--- config.mk ---
export PLATFORM = sky130hd
export DESIGN_NAME = modular_inverse
export DESIGN_NICKNAME = d
export VERILOG_FILES = /design/src/minv_pkg.sv /design/src/minv_divider.sv /design/src/modular_inverse.sv
export VERILOG_INCLUDE_DIRS = /design/src /design/src/src
export SDC_FILE = /design/constraint.sdc
export NUM_CORES = 1
export LEC_CHECK = 0
export BUFFER_PORTS_ARGS = -buffer_cell sky130_fd_sc_hd__clkbuf_2
export CELL_PAD_IN_SITES_DETAIL_PLACEMENT = 1
export CELL_PAD_IN_SITES_GLOBAL_PLACEMENT = 1
export CORE_MARGIN = 4
export CORE_UTILIZATION = 41
export DETAILED_ROUTE_END_ITERATION = 10
export PLACE_DENSITY = 0.73
export SYNTH_ARGS = -nofsm -noshare
export SYNTH_HDL_FRONTEND = slang
export SYNTH_SLANG_ARGS = --single-unit
--- constraint.sdc ---
create_clock -name clock -period 14.85 [get_ports clock]
set_clock_uncertainty 0.05 [all_clocks]
set_input_delay 0.7425 -clock clock [delete_from_list [all_inputs] [get_ports clock]]
set_output_delay 0.7425 -clock clock [all_outputs]
set_load 0.005 [all_outputs]
--- src/modular_inverse_assert.svh ---
// Assertion macros shared by the modular inverse RTL.
`ifndef MODULAR_INVERSE_ASSERT_SVH
`define MODULAR_INVERSE_ASSERT_SVH

// Same-cycle implication, disabled during reset.
`define MINV_ASSERT_IMPL(label, clk, rst, ante, cons) \
   label: assert property (@(posedge clk) disable iff (rst) (ante) |-> (cons)) \
      else $error("modular_inverse: assertion failed");

// Next-cycle implication, disabled during reset.
`define MINV_ASSERT_NEXT(label, clk, rst, ante, cons) \
   label: assert property (@(posedge clk) disable iff (rst) (ante) |=> (cons)) \
      else $error("modular_inverse: assertion failed");

`endif

--- src/minv_pkg.sv ---
// Types shared by the modular inverse block.
`timescale 1ns / 1ps

package minv_pkg;

   typedef struct packed {
      logic [31:0] value;
      logic [31:0] modulus;
   } minv_req_type;

   typedef struct packed {
      logic [31:0] inverse;
      logic        no_inverse;
   } minv_rsp_type;

   typedef struct packed {
      logic running;
      logic last;
   } minv_div_stat_type;

   typedef enum logic [2:0] {
      ST_IDLE,
      ST_CHECK,
      ST_REDUCE,
      ST_SEED,
      ST_LOOP,
      ST_DIVIDE,
      ST_UPDATE,
      ST_FINISH
   } minv_state_type;

endpackage

--- src/minv_divider.sv ---
// Shared restoring divider, one quotient bit per cycle, with Horner accumulation of q * coef.
`timescale 1ns / 1ps

module minv_divider #(
   parameter int W = 32
) (
   input  logic                          clock,
   input  logic                          reset,
   input  logic                          load,
   input  logic [W-1:0]                  dividend,
   input  logic [W-1:0]                  divisor,
   input  logic [W-1:0]                  coef,
   output logic [W-1:0]                  rem,
   output logic [W-1:0]                  acc,
   output minv_pkg::minv_div_stat_type   stat
);
   import minv_pkg::*;

   localparam int CW = $clog2(W + 1);

   logic [W-1:0]  dvd_ff, dvd_in;
   logic [W-1:0]  dsr_ff, dsr_in;
   logic [W-1:0]  rem_ff, rem_in;
   logic [W-1:0]  acc_ff, acc_in;
   logic [W-1:0]  coef_ff, coef_in;
   logic [CW-1:0] cnt_ff, cnt_in;

   logic [W:0]    rem_sh;
   logic [W+1:0]  diff;
   logic          take;
   logic [W:0]    acc_sum;

   always_comb begin
      rem_sh  = {rem_ff, dvd_ff[W-1]};
      diff    = {1'b0, rem_sh} - {2'b00, dsr_ff};
      take    = ~diff[W+1];
      acc_sum = {acc_ff, 1'b0} + {1'b0, (take ? coef_ff : {W{1'b0}})};
   end

   always_comb begin
      dvd_in  = dvd_ff;
      dsr_in  = dsr_ff;
      rem_in  = rem_ff;
      acc_in  = acc_ff;
      coef_in = coef_ff;
      cnt_in  = cnt_ff;
      if (load) begin
         dvd_in  = dividend;
         dsr_in  = divisor;
         rem_in  = '0;
         acc_in  = '0;
         coef_in = coef;
         cnt_in  = CW'(W);
      end else if (cnt_ff != '0) begin
         dvd_in = {dvd_ff[W-2:0], 1'b0};
         rem_in = take ? diff[W-1:0] : rem_sh[W-1:0];
         acc_in = acc_sum[W-1:0];
         cnt_in = cnt_ff - CW'(1);
      end
   end

   always_ff @(posedge clock) begin
      if (reset) begin
         cnt_ff <= '0;
      end else begin
         cnt_ff <= cnt_in;
      end
      dvd_ff  <= dvd_in;
      dsr_ff  <= dsr_in;
      rem_ff  <= rem_in;
      acc_ff  <= acc_in;
      coef_ff <= coef_in;
   end

   assign rem          = rem_ff;
   assign acc          = acc_ff;
   assign stat.running = (cnt_ff != '0);
   assign stat.last    = (cnt_ff == CW'(1));

endmodule

--- src/modular_inverse.sv ---
// Modular inverse top level: extended Euclid sequencer around one shared divider.
// An accepted word passes check, reduction and seed, then one divide and update per Euclid round.
// Each round runs the divider over all W quotient bits, W = DATA_WIDTH; modulus 0 or 1 goes straight to finish.
// busy is low again in the strobe cycle, so a new word may start then; the receiver cannot stall.
// Reset is synchronous, active high: sequencer to idle, divider count and strobe cleared.
`timescale 1ns / 1ps

module modular_inverse #(
   parameter int DATA_WIDTH = 32
) (
   input  logic                   clock,
   input  logic                   reset,
   input  logic                   start,
   output logic                   busy,
   input  minv_pkg::minv_req_type req_word,
   output logic                   rsp_strobe,
   output minv_pkg::minv_rsp_type rsp_word
);
   import minv_pkg::*;
   `include "modular_inverse_assert.svh"

   localparam int W = DATA_WIDTH;

   minv_state_type    state_ff, state_in;
   minv_div_stat_type div_stat;

   logic [W-1:0] v_ff, v_in;
   logic [W-1:0] m_ff, m_in;
   logic [W-1:0] r_prev_ff, r_prev_in;
   logic [W-1:0] r_cur_ff, r_cur_in;
   logic [W-1:0] c_prev_ff, c_prev_in;
   logic [W-1:0] c_cur_ff, c_cur_in;
   logic         neg_ff, neg_in;
   logic [W-1:0] inv_ff, inv_in;
   logic         none_ff, none_in;
   logic         strobe_ff, strobe_in;

   logic         div_load;
   logic [W-1:0] div_dividend;
   logic [W-1:0] div_divisor;
   logic [W-1:0] div_rem;
   logic [W-1:0] div_acc;

   logic [63:0]  v_wide;
   logic [63:0]  m_wide;
   logic [63:0]  inv_wide;
   logic [W:0]   c_sum;

   assign v_wide   = {32'd0, req_word.value};
   assign m_wide   = {32'd0, req_word.modulus};
   assign inv_wide = {{(64 - W){1'b0}}, inv_ff};
   assign c_sum    = {1'b0, c_prev_ff} + {1'b0, div_acc};

   minv_divider #(
      .W(W)
   ) u_div (
      .clock    (clock),
      .reset    (reset),
      .load     (div_load),
      .dividend (div_dividend),
      .divisor  (div_divisor),
      .coef     (c_cur_ff),
      .rem      (div_rem),
      .acc      (div_acc),
      .stat     (div_stat)
   );

   // next state
   always_comb begin
      state_in = state_ff;
      unique case (state_ff)
         ST_IDLE:   if (start) state_in = ST_CHECK;
         ST_CHECK:  state_in = (m_ff <= W'(1)) ? ST_FINISH : ST_REDUCE;
         ST_REDUCE: if (div_stat.last) state_in = ST_SEED;
         ST_SEED:   state_in = ST_LOOP;
         ST_LOOP:   state_in = (r_cur_ff == '0) ? ST_FINISH : ST_DIVIDE;
         ST_DIVIDE: if (div_stat.last) state_in = ST_UPDATE;
         ST_UPDATE: state_in = ST_LOOP;
         ST_FINISH: state_in = ST_IDLE;
         default:   state_in = ST_IDLE;
      endcase
   end

   // control outputs
   always_comb begin
      busy         = (state_ff != ST_IDLE);
      div_load     = 1'b0;
      div_dividend = r_prev_ff;
      div_divisor  = r_cur_ff;
      strobe_in    = 1'b0;
      unique case (state_ff)
         ST_CHECK: begin
            div_load     = (m_ff > W'(1));
            div_dividend = v_ff;
            div_divisor  = m_ff;
         end
         ST_LOOP: begin
            div_load = (r_cur_ff != '0);
         end
         ST_FINISH: begin
            strobe_in = 1'b1;
         end
         default: begin
         end
      endcase
   end

   // datapath
   always_comb begin
      v_in      = v_ff;
      m_in      = m_ff;
      r_prev_in = r_prev_ff;
      r_cur_in  = r_cur_ff;
      c_prev_in = c_prev_ff;
      c_cur_in  = c_cur_ff;
      neg_in    = neg_ff;
      inv_in    = inv_ff;
      none_in   = none_ff;
      unique case (state_ff)
         ST_IDLE: begin
            v_in = v_wide[W-1:0];
            m_in = m_wide[W-1:0];
         end
         ST_SEED: begin
            r_prev_in = m_ff;
            r_cur_in  = div_rem;
            c_prev_in = '0;
            c_cur_in  = W'(1);
            neg_in    = 1'b0;
         end
         ST_UPDATE: begin
            r_prev_in = r_cur_ff;
            r_cur_in  = div_rem;
            c_prev_in = c_cur_ff;
            c_cur_in  = c_sum[W-1:0];
            neg_in    = ~neg_ff;
         end
         ST_FINISH: begin
            inv_in  = '0;
            none_in = 1'b0;
            priority if (m_ff == '0) begin
               none_in = 1'b1;
            end else if (m_ff == W'(1)) begin
               none_in = 1'b0;
            end else if (r_prev_ff != W'(1)) begin
               none_in = 1'b1;
            end else if (c_prev_ff >= m_ff) begin
               inv_in = '0;
            end else if (!neg_ff) begin
               // coefficient of the gcd is negative
               inv_in = m_ff - c_prev_ff;
            end else begin
               inv_in = c_prev_ff;
            end
         end
         default: begin
         end
      endcase
   end

   always_ff @(posedge clock) begin
      if (reset) begin
         state_ff  <= ST_IDLE;
         strobe_ff <= 1'b0;
      end else begin
         state_ff  <= state_in;
         strobe_ff <= strobe_in;
      end
      v_ff      <= v_in;
      m_ff      <= m_in;
      r_prev_ff <= r_prev_in;
      r_cur_ff  <= r_cur_in;
      c_prev_ff <= c_prev_in;
      c_cur_ff  <= c_cur_in;
      neg_ff    <= neg_in;
      inv_ff    <= inv_in;
      none_ff   <= none_in;
   end

   assign rsp_strobe          = strobe_ff;
   assign rsp_word.inverse    = inv_wide[31:0];
   assign rsp_word.no_inverse = none_ff;

   `MINV_ASSERT_NEXT(a_start_busy, clock, reset, start && !busy, busy)
   `MINV_ASSERT_NEXT(a_finish_strobe, clock, reset, state_ff == ST_FINISH, rsp_strobe)
   `MINV_ASSERT_IMPL(a_none_zero, clock, reset, rsp_strobe && none_ff, inv_ff == '0)
   `MINV_ASSERT_IMPL(a_inv_range, clock, reset, rsp_strobe && !none_ff && (m_ff > W'(1)), inv_ff < m_ff)
   `MINV_ASSERT_NEXT(a_div_run, clock, reset, div_load, div_stat.running && (state_ff != ST_IDLE))

endmodule

==> impl_metrics.toml <==
[power_and_ir_drop]
peakVddDrop_mv = 0.1044
power.leakage_nw = 9.651
power_mw = 4.887
power_density_nw_per_um2 = 200.4

[detailed_routing]
vias = 16500
drtIter0Drc = 913
drt_wl_total_mm = 64.35
drc_errors = 0
via_per_inst = 5.701
ant_nets = 0
avgRoutedWirePerCell_microns = 22.23
drt_first_pass_iters = 5

[hold_path]
hp-class = "primary input to register"
hold_depth = 1

[synth]
synth_area_leaders = "edfxtp_1 (45%), ha_1 (7.3%), dfxtp_1 (6.8%), nand2_1 (4.7%), a21oi_1 (4.1%)"
synthArstFlopShare = 0
ys_seq_area_frac = 0.5149
avgSynthCellArea_sq_um = 10.30
synth_ff_type = "edfxtp_1"
syn_nets = 2301
syn_inst = 2103
synth.largest_area_cell = "edfxtp_1"
ys_seq_elements = 396
syn_area_sq_um = 21650
synth_edf_count = 322
synth_cell_type_count = 74
synth_top_area_frac = 0.4465
synth_warnings = 0

[clocking]
root_buffer = "clkbuf_16"
cts_tree = "built"
clock-sinks = 396
clk_pin_slew_ns = 0.06
cts_buffers = 46
clockBufferDepth = 3
postCtsSetupBuffers = 0
cts_htree_levels = 2
cts_resized = 0
clock_latency_ns = 0.60
cts_hold_buf = 0

[placed_design]
hpwl_mm = 45.26
place_inst = 2808
gp_congestion = 0.9057
numPortBuffers = 101

[setup_path]
end_kind = "register"
critPathMaxFanout = 65
cpPeakStageDelay_ns = 0.70
start_kind = "register"
crit_family = "compound AO/OA/AOI/OAI gates"
crit_chain = "inv_1 > ha_1 > nor2b_1 > o2111ai_1 > and3_1 > nor4_2 > o211ai_1 > a21oi_4 > buf_4 > and2_1 > ha_1 > fa_1 > a211oi_2 > o21ai_1 > a2111oi_2 > o41ai_2 > a2111oi_2 > nor4b_2 > o21ai_1 > nand2b_1 > xnor2_1 > a21oi_1"
cp.depth = 22
worstRegToRegCells = 22
crit_type = "register to register"
arrival_ns = 6.27
crit_required_ns = 15.23
critical_path_buf_inv_count = 2
crit_slowest_cell = "o41ai_2"

[finish]
finalNonFillerCells = 2895
syn_to_final_growth_pct = 12.61
fillers = 5710
finalNetCount = 2374
layout_commonest_cell = "edfxtp_1"
final_cell_mix = "edfxtp_1 (322), nand2_1 (273), a21oi_1 (178)"
layout-drive-gt1-share = 0.1161

[timing]
setup_viol = 0
relSlewSlack = 0.2192
fin_tns_setup_ns = 0
drv_slew = 0
fin_crit_sh = 0.3964
max_freq_ghz = 0.1699
tightest_slew_ns = 1.171
rsz0062_at_grt = "no"
hold_viol_final = 0
period_minus_slack_ns = 5.886

[global_routing]
grt_max_degree = 85
grtUsageTotal = 0.2238
overflow = 0
grt_pass1_vias = 17480
antenna_found_initial = 2
grt_pass1_wl_mm = 99.81

[floorplanning]
die_h_microns = 237.8
die_x_microns = 237.8
dieArea_sq_um = 56560
coreArea_sq_um = 51820
start_util = 0.4179
std_cell_rows = 83
ioPinCount = 102

[job]
maxCapViolCount = 0

[outcome]
status = "completed"
[power breakdown]
group / internal, mW / switching, mW
sequential: 1.48 / 0.170
clock: 0.689 / 0.491
combinational: 0.771 / 1.28
[worst register-to-register path, cell delays in order (launching register included)]
cell and delay (ns):
edfxtp_1 0.38, inv_1 0.06, ha_1 0.28, nor2b_1 0.24
o2111ai_1 0.18, and3_1 0.22, nor4_2 0.50, o211ai_1 0.28
a21oi_4 0.17, buf_4 0.57, and2_1 0.29, ha_1 0.20
fa_1 0.27, a211oi_2 0.10, o21ai_1 0.21, a2111oi_2 0.11
o41ai_2 0.70, a2111oi_2 0.20, nor4b_2 0.32, o21ai_1 0.09
nand2b_1 0.09, xnor2_1 0.12, a21oi_1 0.08
[cells by family after synthesis]
family | Yosys count | synth area share
buffers and inverters | 187 | 0.03311
adder cells (fa/ha/maj) | 131 | 0.07708
AND/OR/NAND/NOR | 690 | 0.1475
multiplexers | 67 | 0.03288
AO/OA/AOI/OAI | 526 | 0.1516
XOR/XNOR | 106 | 0.04287
flip-flops | 396 | 0.5149
[flip-flops by register name, indices dropped and copies added (netlist names), 3 cells and up]
signal         flops
c_cur_ff          32
c_prev_ff         32
inv_ff            32
m_ff              32
r_cur_ff          32
r_prev_ff         32
state_ff           3
u_div.acc         32
u_div.cnt_ff       6
u_div.coef_ff     32
u_div.dsr_ff      32
u_div.dvd_ff      32
u_div.rem         32
v_ff              32
[path summary, 6_finish.rpt]
check,from,to,slack [ns]
worst max-delay path,u_div.dsr_ff[1],u_div.acc[31],8.96
worst min-delay path,req_word[42],v_ff[10],0.27
worst max register to register,u_div.dsr_ff[1],u_div.acc[31],8.96
worst min register to register,c_cur_ff[2],u_div.coef_ff[2],0.39
[per-layer routing]
layer | GRT usage | routed length, microns
met3 | 0.03294 | 2847
met1 | 0.2882 | 27710
met4 | 0.08404 | 2299
met2 | 0.3842 | 31480
met5 | 0 | 12
[cell type report]
cell class,instances,area [sq um],share of cell area
clock buffers,61,1290,0.05290
well taps,680,850.8,0.03489
multi-input cells,1520,9839,0.4035
inverters,99,372.9,0.01529
repair buffers,113,595.6,0.02442
clock inverters,25,282.8,0.01160
diodes,1,2.502,0.0001026
flip-flops and latches,396,11150,0.4573
[stage by stage]
step                hold WS (ns)  worst slack, ns  instance area (sq um)  utilization
global route              0.2458            8.592                  24380       0.4705
detailed placement        0.3768            9.057                  22810       0.4402
global placement          0.3707            9.352                  22810       0.4402
floorplan                 0.3674            8.811                  21650            -
finish                    0.2728            8.964                  24380       0.4706
CTS                       0.2386            9.033                  24380       0.4705
[synth_stat cells, drive strengths merged, types with 28 or more instances]
cell type / number
mux2i: 34
o21ai: 143
clkbuf: 69
and2: 69
a21o: 57
dfxtp: 74
mux2: 33
inv: 99
nand3: 34
nand2: 273
ha: 127
nor2: 162
nor3: 28
edfxtp: 322
a21oi: 182
xor2: 39
xnor2: 67
Note: power is estimated with default switching activity, not from simulation.
